**src/hw/rtl/lcg48_pkg.sv**
```systemverilog
// ----------------------------------------------------------------------------
// lcg48_pkg
// Shared types and constants of the 48-bit linear congruential generator.
// ----------------------------------------------------------------------------
package lcg48_pkg;

  localparam logic [1:0] CMD_SEED  = 2'd0;
  localparam logic [1:0] CMD_DRAW  = 2'd1;
  localparam logic [1:0] CMD_RANGE = 2'd2;
  localparam logic [1:0] CMD_KEY   = 2'd3;

  localparam logic [47:0] LCG_RESET = 48'h1234_ABCD_330E;
  localparam logic [47:0] LCG_INC   = 48'h0000_0000_000B;
  localparam logic [15:0] SEED_LOW  = 16'h330E;

  // multiplier 0x5DEECE66D in 16-bit chunks
  localparam logic [15:0] MULT_LO  = 16'hE66D;
  localparam logic [15:0] MULT_MID = 16'hDEEC;
  localparam logic [15:0] MULT_HI  = 16'h0005;

  typedef struct packed {
    logic        [1:0]  cmd;
    logic        [31:0] seed_word;
    logic signed [31:0] range_low;
    logic signed [31:0] range_high;
  } req_t;

  typedef struct packed {
    logic        [62:0] number;
    logic signed [31:0] ranged;
    logic               bad_range;
  } rsp_t;

endpackage

```
**src/hw/rtl/lcg48_mul.sv**
```systemverilog
// ----------------------------------------------------------------------------
// lcg48_mul
// Iterative state advance: one 16x16 multiplier and a 48-bit accumulator
// form (0x5DEECE66D * x + 0xB) mod 2^48.
// ----------------------------------------------------------------------------
module lcg48_mul
  import lcg48_pkg::*;
(
  input  logic        clk,
  input  logic        rst,
  input  logic        start,
  input  logic [47:0] state_in,
  output logic        done,
  output logic [47:0] state_out
);

  logic        busy;
  logic [2:0]  cnt;
  logic [47:0] acc;
  logic [47:0] x;
  logic [31:0] prod;
  logic [1:0]  sh;
  logic [15:0] a_sel;
  logic [15:0] m_sel;
  logic [1:0]  sh_next;
  logic [47:0] addend;

  // partial products with chunk positions summing below three
  always_comb begin
    a_sel   = x[15:0];
    m_sel   = MULT_LO;
    sh_next = 2'd0;
    case (cnt)
      3'd0: begin
        a_sel = x[15:0];  m_sel = MULT_LO;  sh_next = 2'd0;
      end
      3'd1: begin
        a_sel = x[15:0];  m_sel = MULT_MID; sh_next = 2'd1;
      end
      3'd2: begin
        a_sel = x[31:16]; m_sel = MULT_LO;  sh_next = 2'd1;
      end
      3'd3: begin
        a_sel = x[15:0];  m_sel = MULT_HI;  sh_next = 2'd2;
      end
      3'd4: begin
        a_sel = x[31:16]; m_sel = MULT_MID; sh_next = 2'd2;
      end
      3'd5: begin
        a_sel = x[47:32]; m_sel = MULT_LO;  sh_next = 2'd2;
      end
      default: begin
        a_sel = x[15:0];  m_sel = MULT_LO;  sh_next = 2'd0;
      end
    endcase
  end

  always_comb begin
    case (sh)
      2'd0:    addend = {16'h0000, prod};
      2'd1:    addend = {prod, 16'h0000};
      2'd2:    addend = {prod[15:0], 32'h0000_0000};
      default: addend = 48'h0;
    endcase
  end

  always_ff @(posedge clk) begin
    if (rst) begin
      busy <= 1'b0;
      cnt  <= 3'd0;
      done <= 1'b0;
    end else begin
      done <= 1'b0;
      if (start) begin
        busy <= 1'b1;
        cnt  <= 3'd0;
      end else if (busy) begin
        cnt <= cnt + 3'd1;
        if (cnt == 3'd6) begin
          busy <= 1'b0;
          done <= 1'b1;
        end
      end
    end
  end

  always_ff @(posedge clk) begin
    if (start) begin
      x   <= state_in;
      acc <= LCG_INC;
    end else if (busy) begin
      prod <= a_sel * m_sel;
      sh   <= sh_next;
      if (cnt != 3'd0) begin
        acc <= acc + addend;
      end
    end
  end

  assign state_out = acc;

endmodule

```
**src/hw/rtl/lcg48_mod.sv**
```systemverilog
// ----------------------------------------------------------------------------
// lcg48_mod
// Restoring remainder of a 31-bit draw by a 33-bit span, one quotient bit
// per cycle.
// ----------------------------------------------------------------------------
module lcg48_mod
  import lcg48_pkg::*;
(
  input  logic        clk,
  input  logic        rst,
  input  logic        start,
  input  logic [30:0] dividend,
  input  logic [32:0] divisor,
  output logic        done,
  output logic [31:0] remainder
);

  logic        busy;
  logic [4:0]  cnt;
  logic [30:0] dq;
  logic [32:0] rem;
  logic [32:0] dvs;
  logic [33:0] trial;
  logic [33:0] diff;

  assign trial = {rem, dq[30]};
  assign diff  = trial - {1'b0, dvs};

  always_ff @(posedge clk) begin
    if (rst) begin
      busy <= 1'b0;
      done <= 1'b0;
      cnt  <= 5'd0;
    end else begin
      done <= 1'b0;
      if (start) begin
        busy <= 1'b1;
        cnt  <= 5'd0;
      end else if (busy) begin
        cnt <= cnt + 5'd1;
        if (cnt == 5'd30) begin
          busy <= 1'b0;
          done <= 1'b1;
        end
      end
    end
  end

  always_ff @(posedge clk) begin
    if (start) begin
      dq  <= dividend;
      dvs <= divisor;
      rem <= 33'd0;
    end else if (busy) begin
      dq <= {dq[29:0], 1'b0};
      if (!diff[33]) begin
        rem <= diff[32:0];
      end else begin
        rem <= trial[32:0];
      end
    end
  end

  assign remainder = rem[31:0];

endmodule

```
**src/hw/rtl/lcg48_random_generator_unit.sv**
```systemverilog
// ----------------------------------------------------------------------------
// lcg48_random_generator_unit
// drand48-style generator: seed, 31-bit draw, ranged draw and 63-bit key.
// ----------------------------------------------------------------------------
// The block takes one request at a time and returns exactly one response per
// request. Each state advance runs on a shared 16x16 multiplier. A seed needs
// no advance, a draw one, a range one advance followed by the bit-serial
// remainder, which dominates, and a key four dependent advances. An invalid
// range leaves the state untouched. A finished response waits in an output
// register, so the next request is taken while it is still pending.
module lcg48_random_generator_unit
  import lcg48_pkg::*;
(
  input  logic clk,
  input  logic rst,
  input  logic req_valid,
  output logic req_ready,
  input  req_t req,
  output logic rsp_valid,
  input  logic rsp_ready,
  output rsp_t rsp
);

  localparam logic [1:0] ST_IDLE = 2'd0;
  localparam logic [1:0] ST_DRAW = 2'd1;
  localparam logic [1:0] ST_MOD  = 2'd2;
  localparam logic [1:0] ST_FIN  = 2'd3;

  logic [1:0]         state;
  logic [47:0]        lcg;
  logic [1:0]         cmd;
  logic [1:0]         draw_idx;
  logic [30:0]        w_hi;
  logic [30:0]        w_lo;
  logic [32:0]        span;
  logic signed [31:0] low;
  logic signed [31:0] ranged;
  logic               bad;
  logic               mul_start;
  logic               mod_start;

  logic               mul_done;
  logic [47:0]        mul_state;
  logic               mod_done;
  logic [31:0]        mod_rem;
  logic [30:0]        draw;
  logic [1:0]         last_idx;
  logic [32:0]        span_next;
  logic               bad_next;
  rsp_t               rsp_next;

  lcg48_mul u_mul (
    .clk       (clk),
    .rst       (rst),
    .start     (mul_start),
    .state_in  (lcg),
    .done      (mul_done),
    .state_out (mul_state)
  );

  lcg48_mod u_mod (
    .clk       (clk),
    .rst       (rst),
    .start     (mod_start),
    .dividend  (w_hi),
    .divisor   (span),
    .done      (mod_done),
    .remainder (mod_rem)
  );

  assign req_ready = (state == ST_IDLE);
  assign draw      = mul_state[47:17];
  assign last_idx  = (cmd == CMD_KEY) ? 2'd3 : 2'd0;
  assign bad_next  = (req.range_high <= req.range_low);
  assign span_next = {req.range_high[31], req.range_high}
                   - {req.range_low[31], req.range_low} + 33'd1;

  always_comb begin
    rsp_next.ranged    = ranged;
    rsp_next.bad_range = bad;
    case (cmd)
      CMD_DRAW: rsp_next.number = {32'h0000_0000, w_hi};
      CMD_KEY:  rsp_next.number = {w_hi, 1'b0, w_lo};
      default:  rsp_next.number = 63'd0;
    endcase
  end

  always_ff @(posedge clk) begin
    if (rst) begin
      state     <= ST_IDLE;
      lcg       <= LCG_RESET;
      mul_start <= 1'b0;
      mod_start <= 1'b0;
      rsp_valid <= 1'b0;
    end else begin
      mul_start <= 1'b0;
      mod_start <= 1'b0;
      if (state == ST_FIN && (!rsp_valid || rsp_ready)) begin
        rsp_valid <= 1'b1;
      end else if (rsp_ready) begin
        rsp_valid <= 1'b0;
      end
      case (state)
        ST_IDLE: begin
          if (req_valid) begin
            case (req.cmd)
              CMD_SEED: begin
                lcg   <= {req.seed_word, SEED_LOW};
                state <= ST_FIN;
              end
              CMD_RANGE: begin
                if (bad_next) begin
                  state <= ST_FIN;
                end else begin
                  mul_start <= 1'b1;
                  state     <= ST_DRAW;
                end
              end
              default: begin
                mul_start <= 1'b1;
                state     <= ST_DRAW;
              end
            endcase
          end
        end
        ST_DRAW: begin
          if (mul_done) begin
            lcg <= mul_state;
            if (cmd == CMD_RANGE) begin
              mod_start <= 1'b1;
              state     <= ST_MOD;
            end else if (draw_idx == last_idx) begin
              state <= ST_FIN;
            end else begin
              mul_start <= 1'b1;
            end
          end
        end
        ST_MOD: begin
          if (mod_done) begin
            state <= ST_FIN;
          end
        end
        ST_FIN: begin
          if (!rsp_valid || rsp_ready) begin
            state <= ST_IDLE;
          end
        end
        default: begin
          state <= ST_IDLE;
        end
      endcase
    end
  end

  always_ff @(posedge clk) begin
    if (req_valid && req_ready) begin
      cmd      <= req.cmd;
      draw_idx <= 2'd0;
      w_hi     <= 31'd0;
      w_lo     <= 31'd0;
      span     <= span_next;
      low      <= req.range_low;
      ranged   <= 32'sd0;
      bad      <= (req.cmd == CMD_RANGE) && bad_next;
    end
    if (state == ST_DRAW && mul_done) begin
      draw_idx <= draw_idx + 2'd1;
      case (draw_idx)
        2'd0:    w_hi <= draw;
        2'd1:    w_hi <= {w_hi[14:0], 16'h0000} ^ draw;
        2'd2:    w_lo <= draw;
        2'd3:    w_lo <= {w_lo[14:0], 16'h0000} ^ draw;
        default: w_lo <= w_lo;
      endcase
    end
    if (state == ST_MOD && mod_done) begin
      ranged <= $signed(mod_rem + low);
    end
    if (state == ST_FIN && (!rsp_valid || rsp_ready)) begin
      rsp <= rsp_next;
    end
  end

  a_busy_after_req: assert property (@(posedge clk) disable iff (rst)
    req_valid && req_ready |=> !req_ready)
    else $error("request taken while busy");

  a_bad_clean: assert property (@(posedge clk) disable iff (rst)
    rsp_valid && rsp.bad_range |-> rsp.number == 63'd0 && rsp.ranged == 32'sd0)
    else $error("invalid range response carries data");

  a_key_gap: assert property (@(posedge clk) disable iff (rst)
    rsp_valid |-> !rsp.number[31])
    else $error("number bit 31 set");

endmodule

```
**config.mk**
```make
export PLATFORM = sky130hd
export DESIGN_NAME = lcg48_random_generator_unit
export DESIGN_NICKNAME = d
export VERILOG_FILES = /design/src/hw/rtl/lcg48_pkg.sv /design/src/hw/rtl/lcg48_mul.sv /design/src/hw/rtl/lcg48_mod.sv /design/src/hw/rtl/lcg48_random_generator_unit.sv
export SDC_FILE = /design/constraint.sdc
export NUM_CORES = 2
export LEC_CHECK = 0
export BUFFER_PORTS_ARGS = -buffer_cell sky130_fd_sc_hd__buf_2
export CAP_MARGIN = 20
export CORE_MARGIN = 3
export CORE_UTILIZATION = 37
export CTS_BUF_LIST = sky130_fd_sc_hd__clkbuf_4
export CTS_CLUSTER_SIZE = 14
export DETAILED_ROUTE_END_ITERATION = 8
export HOLD_SLACK_MARGIN = 0.12
export PLACE_DENSITY = 0.53
export SLEW_MARGIN = 15
export SYNTH_ARGS = -nofsm -noshare
export SYNTH_HDL_FRONTEND = slang
export SYNTH_SLANG_ARGS = --single-unit
```
**constraint.sdc**
```tcl
create_clock -name clk -period 20.2 [get_ports clk]
set_clock_uncertainty 0.05 [all_clocks]
set_input_delay 0 -clock clk [delete_from_list [all_inputs] [get_ports clk]]
set_output_delay 0 -clock clk [all_outputs]
set_load 0.01 [all_outputs]
```
---- After elaboration in Yosys (flattened, before gate mapping) ----
Cells that the tools add are included.
cells by class
  add/subtract/negate cells ............... 8
  $mul .................................... 1
  magnitude comparators ................... 1
  equality and inequality tests ........... 26
  muxes and demuxes ....................... 50
  bitwise logic cells ..................... 7
  reduce and logical (&&, ||, !) cells .... 30
operators by type and width
  operator                                        count
  2-to-1 mux 31 bit                               6
  2-to-1 mux 48 bit                               3
  one-hot mux 48 bit (3 select lines)             1
  one-hot mux 63 bit (2 select lines)             1
  one-hot mux 31 bit (2 select lines)             2
  one-hot mux 48 bit (2 select lines)             1
  2-to-1 mux 32 bit                               2
  one-hot mux 16 bit (2 select lines)             2
  XOR 31 bit                                      2
  adder 48 bit                                    1
  subtractor 34 x 33 -> 34 bit                    1
  adder 33 x 1 -> 33 bit (second input constant)  1
  2-to-1 mux 33 bit                               1
  subtractor 32 x 32 -> 33 bit                    1
  adder 32 bit                                    1
  less-or-equal comparator 32 bit                 1
  multiplier 16 x 16 -> 32 bit                    1
  2-to-1 mux 2 bit                                10
  equality test 2 bit (second input constant)     8
  2-to-1 mux 1 bit                                16
  OR reduction 3 bit                              4
  nonzero test 2 bit                              5
  OR reduction 2 bit                              5
  equality test 3 bit (second input constant)     3
  other kinds (23)                                44
storage, ports and cells
  bits in registers ....................... 552
  input bits .............................. 102
  logic and storage cells ................. 152

---- Longest topological paths before layout ----
  depth after elaboration ................. 7
  gate-level depth with buffers ........... 31
  depth with buffers taken out ............ 30

---- By module ----
A second synthesis with hierarchy kept.
second synthesis, totals
  cell total of the unflattened synthesis .. 3697
  area total of the unflattened synthesis .. 37298.3 sq um
by module, submodules not included
  module                       instances  cells each  area an instance (sq um)  seq. area each (sq um)
  lcg48_random_generator_unit  1          1450        15915.3                   8217.9
  lcg48_mul                    1          1597        14899.3                   3523.4
  lcg48_mod                    1          650         6483.7                    2722.6

---- Worst setup path before layout ----
OpenSTA, ideal clock, no wires.
  path type ............................... register to register
  start point ............................. reg u_mul.cnt[0]
  end point ............................... reg u_mul.prod[31] (data pin)
  library setup time ...................... 0.260 ns
  arrival ................................. 7.238 ns
  data required time ...................... 19.890 ns
  path slack .............................. 12.652 ns
  cell stages (with the launch flop) ...... 28
  path buffers ............................ 1
  period minus slack after synthesis ...... 7.548 ns
  cells stage by stage .................... dfxtp_1 > inv_1 > ha_1 > inv_1 > o21ai_1 > a21oi_1 > a221oi_1 > clkbuf_1 > xnor2_1 > nor2_1 > ha_1 > or2_2 > fa_1 > fa_1 > fa_1 > fa_1 > inv_1 > fa_1 > inv_1 > ha_1 > or3_1 > a31o_1 > a31oi_1 > o21ai_1 > a311oi_1 > o21ai_1 > a21oi_1 > xnor2_1
between the ends
  longest elaborated chain between the ends .. 4
  elaborated cells between the ends (all ways) .. 10
  classes of those cells .................. mul (1); eq/ne (5); mux (2); reduce/logical (2)
ends and longest elaborated chain
  item                                                        line             source
  start: declaration                                          lcg48_mul.sv:18  logic [2:0] cnt;
  start signal: assignment                                    lcg48_mul.sv:78  cnt <= cnt + 3'd1;
  equality test 3 x 2 -> 1 bit, or another cell as far along  lcg48_mul.sv:33  case (cnt)
  OR reduction 2 bit (no line)                                --
  one-hot mux 16 bit (2 select lines)                         lcg48_mul.sv:33
  multiplier 16 x 16 -> 32 bit *                              lcg48_mul.sv:92  prod <= a_sel * m_sel;
  end signal: assignment                                      lcg48_mul.sv:92
  end: declaration                                            lcg48_mul.sv:21  logic [31:0] prod;
Mark *: on every way between the ends. The rest lies on a longest branch, timed or not.
A chain may end at the register's enable or synchronous reset.

---- Worst setup path after layout ----
  start point ............................. reg u_mul.cnt[2]
  end point ............................... reg u_mul.prod[31] (data pin)
Same word-level chain as after synthesis.

==> results.json <==
{
  "overflow": 0,
  "ctsRootBufferMaster": "clkbuf_4",
  "postCtsSetupBuffers": 0,
  "r2r_setup_slack_ps": 11390,
  "yosys_warnings": 0,
  "place.gp.congestion": 0.932,
  "fmax_mhz": 114,
  "pre_cts_ws_ps": 11530,
  "period_share_pct": 43.6,
  "rsz0062_at_grt": "no",
  "cts_max_level": 4,
  "io_buffers": 198,
  "fin_cells": 5585,
  "cp.required_ps": 20830,
  "syn-cell-area_sq_um": 36600,
  "drcViolationCount": 0,
  "tns_ps": 0,
  "track_usage_pct": 21.5,
  "cts_tree": "built",
  "clk_latency_ps": 980,
  "synth_edf_count": 343,
  "synth-seq-cells": 551,
  "dp_cells": 5033,
  "route.detailed.wl_per_inst_um": 20.0,
  "critPathArrivalTime_ps": 9440,
  "ios": 200,
  "cts_buffers": 150,
  "grt_antenna_before_repair": 5,
  "async_flop_share_pct": 0,
  "drt_wl_total_um": 112000,
  "period_needed_ps": 8810,
  "cap_viol_max_count": 0,
  "crit_start": "u_mul.cnt[2]",
  "dr.pass1.iters": 6,
  "path_max_fanout": 26,
  "fillers": 9414,
  "status": "completed",
  "synth_area_leaders": "edfxtp_1, dfxtp_1, ha_1, fa_1, inv_1",
  "grt_pass1_wl_um": 169000,
  "layout.nets": 4770,
  "setup_viol": 0,
  "dieWidth_um": 320,
  "r2r_end": "u_mul.prod[31]",
  "regToRegStartpoint": "u_mul.cnt[2]",
  "drv_slew": 0,
  "synth_cell_types": 95,
  "grt_pass1_vias": 28330,
  "ys_seq_area_share_pct": 39.6,
  "clkTransAtPathRegs_ps": 60,
  "synth_ff_type": "edfxtp_1",
  "drive_gt1_share_pct": 13.0,
  "ant_nets": 0,
  "die_y_um": 320,
  "core.rowCount": 114,
  "synth_nets": 4251,
  "hp-class": "in -> reg",
  "synth_area_per_cell_sq_um": 9.98,
  "numClockSinks": 551,
  "synthCells": 3664,
  "start_util_pct": 37.6,
  "post-dp-hpwl_um": 84000,
  "crit_end": "u_mul.prod[31]",
  "clockBufferDepth": 3,
  "fin_area_sq_um": 43700,
  "core_sq_um": 97300,
  "synth_top_cell_area_share_pct": 28.2,
  "vias": 28892,
  "path_class": "reg -> reg",
  "viasPerCell": 5.17,
  "timing.final.ws_setup_ps": 11390,
  "end_kind": "register",
  "syn_to_final_growth_pct": 19.5,
  "placedInstanceArea_sq_um": 38900,
  "first_iter_violations": 1970,
  "finalHoldViolCount": 0,
  "tightest_slew_ps": 1150,
  "ff2ff_path_depth": 26,
  "die_area_sq_um": 103000,
  "relSlewSlack_pct": 23.6,
  "start_kind": "register",
  "grt_max_degree": 72,
  "hp-start": "req[97]",
  "synth_area_leader_cell": "edfxtp_1"
}
critical path, cell delays in order, from the launching register on:
cell and delay [ps]:
dfxtp_1 780, nand2_1 180, o21ai_1 120, buf_4 250, a21oi_1 170, buf_4 280, a221oi_1 940, nor2_1 390
ha_1 400, inv_1 50, fa_1 510, fa_1 510, inv_1 50, fa_1 460, fa_1 540, inv_1 50
fa_1 580, inv_1 60, ha_1 240, or3_1 360, a31o_1 200, a31oi_1 300, o21ai_1 160, a311oi_1 450
o21ai_1 140, a21oi_1 190, xnor2_1 90
layer usage:
layer	global-route usage (%)	up-vias	part of all wire, %
met5	0	-	0
met4	11.0	0	4.9
met3	4.80	246	6.4
met2	32.3	864	43
met1	29.2	13765	46
li1	-	14017	-
final cells by class:
class | instances | area (sq um) | share of cell area (%)
Antenna cell | 4 | 10.0 | 0.0229
Clock inverter | 62 | 428 | 0.979
Clock buffer | 212 | 1590 | 3.64
Sequential cell | 551 | 14500 | 33.1
Tap cell | 1276 | 1600 | 3.65
Inverter | 403 | 1510 | 3.46
Multi-Input combinational cell | 2571 | 20100 | 46.0
Timing Repair Buffer | 506 | 3990 | 9.13
how the worst min path moves through the flow:
stage                     slack, ps         to  cells after the start
after global routing            190    low[10]                      3
final                           260  mul_start                      5
after global placement          140    low[12]                      1
after CTS                       120    low[10]                      3
after detailed placement        150     low[4]                      1
after floorplan                  50     cmd[0]                      0
cell usage after synthesis (all sizes together), types with 11 or more instances:
master	n
a21oi	192
and2	31
buf	22
nor4	12
a211o	24
o31ai	14
nor2b	90
a311oi	11
edfxtp	343
ha	329
or3	20
nor3	54
and3	58
nand2b	33
a211oi	67
inv	402
nand2	295
o21ai	157
fa	156
clkbuf	117
nor2	280
xnor2	87
o22ai	18
a31oi	12
nand4	25
nand3	77
a221oi	16
a22o	50
xor2	62
o21bai	31
mux2	32
or2	19
a21o	64
dfxtp	208
o21a	25
a22oi	12
mux2i	107
o211ai	11
through the flow:
step                      hold slack [ps]  utilization, %
final                                 260            44.9
after CTS                             125            44.9
after detailed placement              152            40.0
after global placement                144            40.0
after global routing                  185            44.9
after floorplan                      48.9               -
cell families (layout without fill, tap and decap cells):
kind of cell | Yosys count | after routing | synth area share (%)
adder cells (fa/ha/maj) | 485 | 485 | 19.8
other | 1 | 5 | 0.0103
XOR/XNOR | 149 | 149 | 3.57
buffers and inverters | 542 | 1183 | 5.62
AO/OA/AOI/OAI | 764 | 764 | 14.0
AND/OR/NAND/NOR | 1033 | 1033 | 13.5
flip-flops | 551 | 551 | 39.6
multiplexers | 139 | 139 | 3.91
cells in the final DEF (no fill, tap or decap), drive strengths merged, types with 87 or more instances in the layout:
cell type    netlist  layout
buf               22     232
nand2            295     295
edfxtp           343     343
nor2b             90      90
fa               156     156
o21ai            157     157
ha               329     329
nor2             280     280
inv              402     405
clkbuf           117     212
a21oi            192     192
dfxtp            208     208
xnor2             87      87
dlygate4sd3        0     274
mux2i            107     107
state kept, by name, indices dropped and copies added, names as in the netlist, 3 cells and up:
name,cells
rsp,95
lcg,48
u_mul.state_out,48
u_mul.x,48
span,33
u_mod.dvs,33
u_mod.rem,33
low,32
ranged,32
u_mul.prod,32
u_mod.dq,31
w_hi,31
w_lo,31
u_mod.cnt,5
u_mul.cnt,3
timing repair:
item,CTS,global route
hold endpoints to repair,257,0
setup endpoints to repair,0,0
resized for setup,0,0
hold buffers,274,0
Power is not shown: default switching activity piles up to over one toggle a cycle in this logic, so the estimate is an artifact.
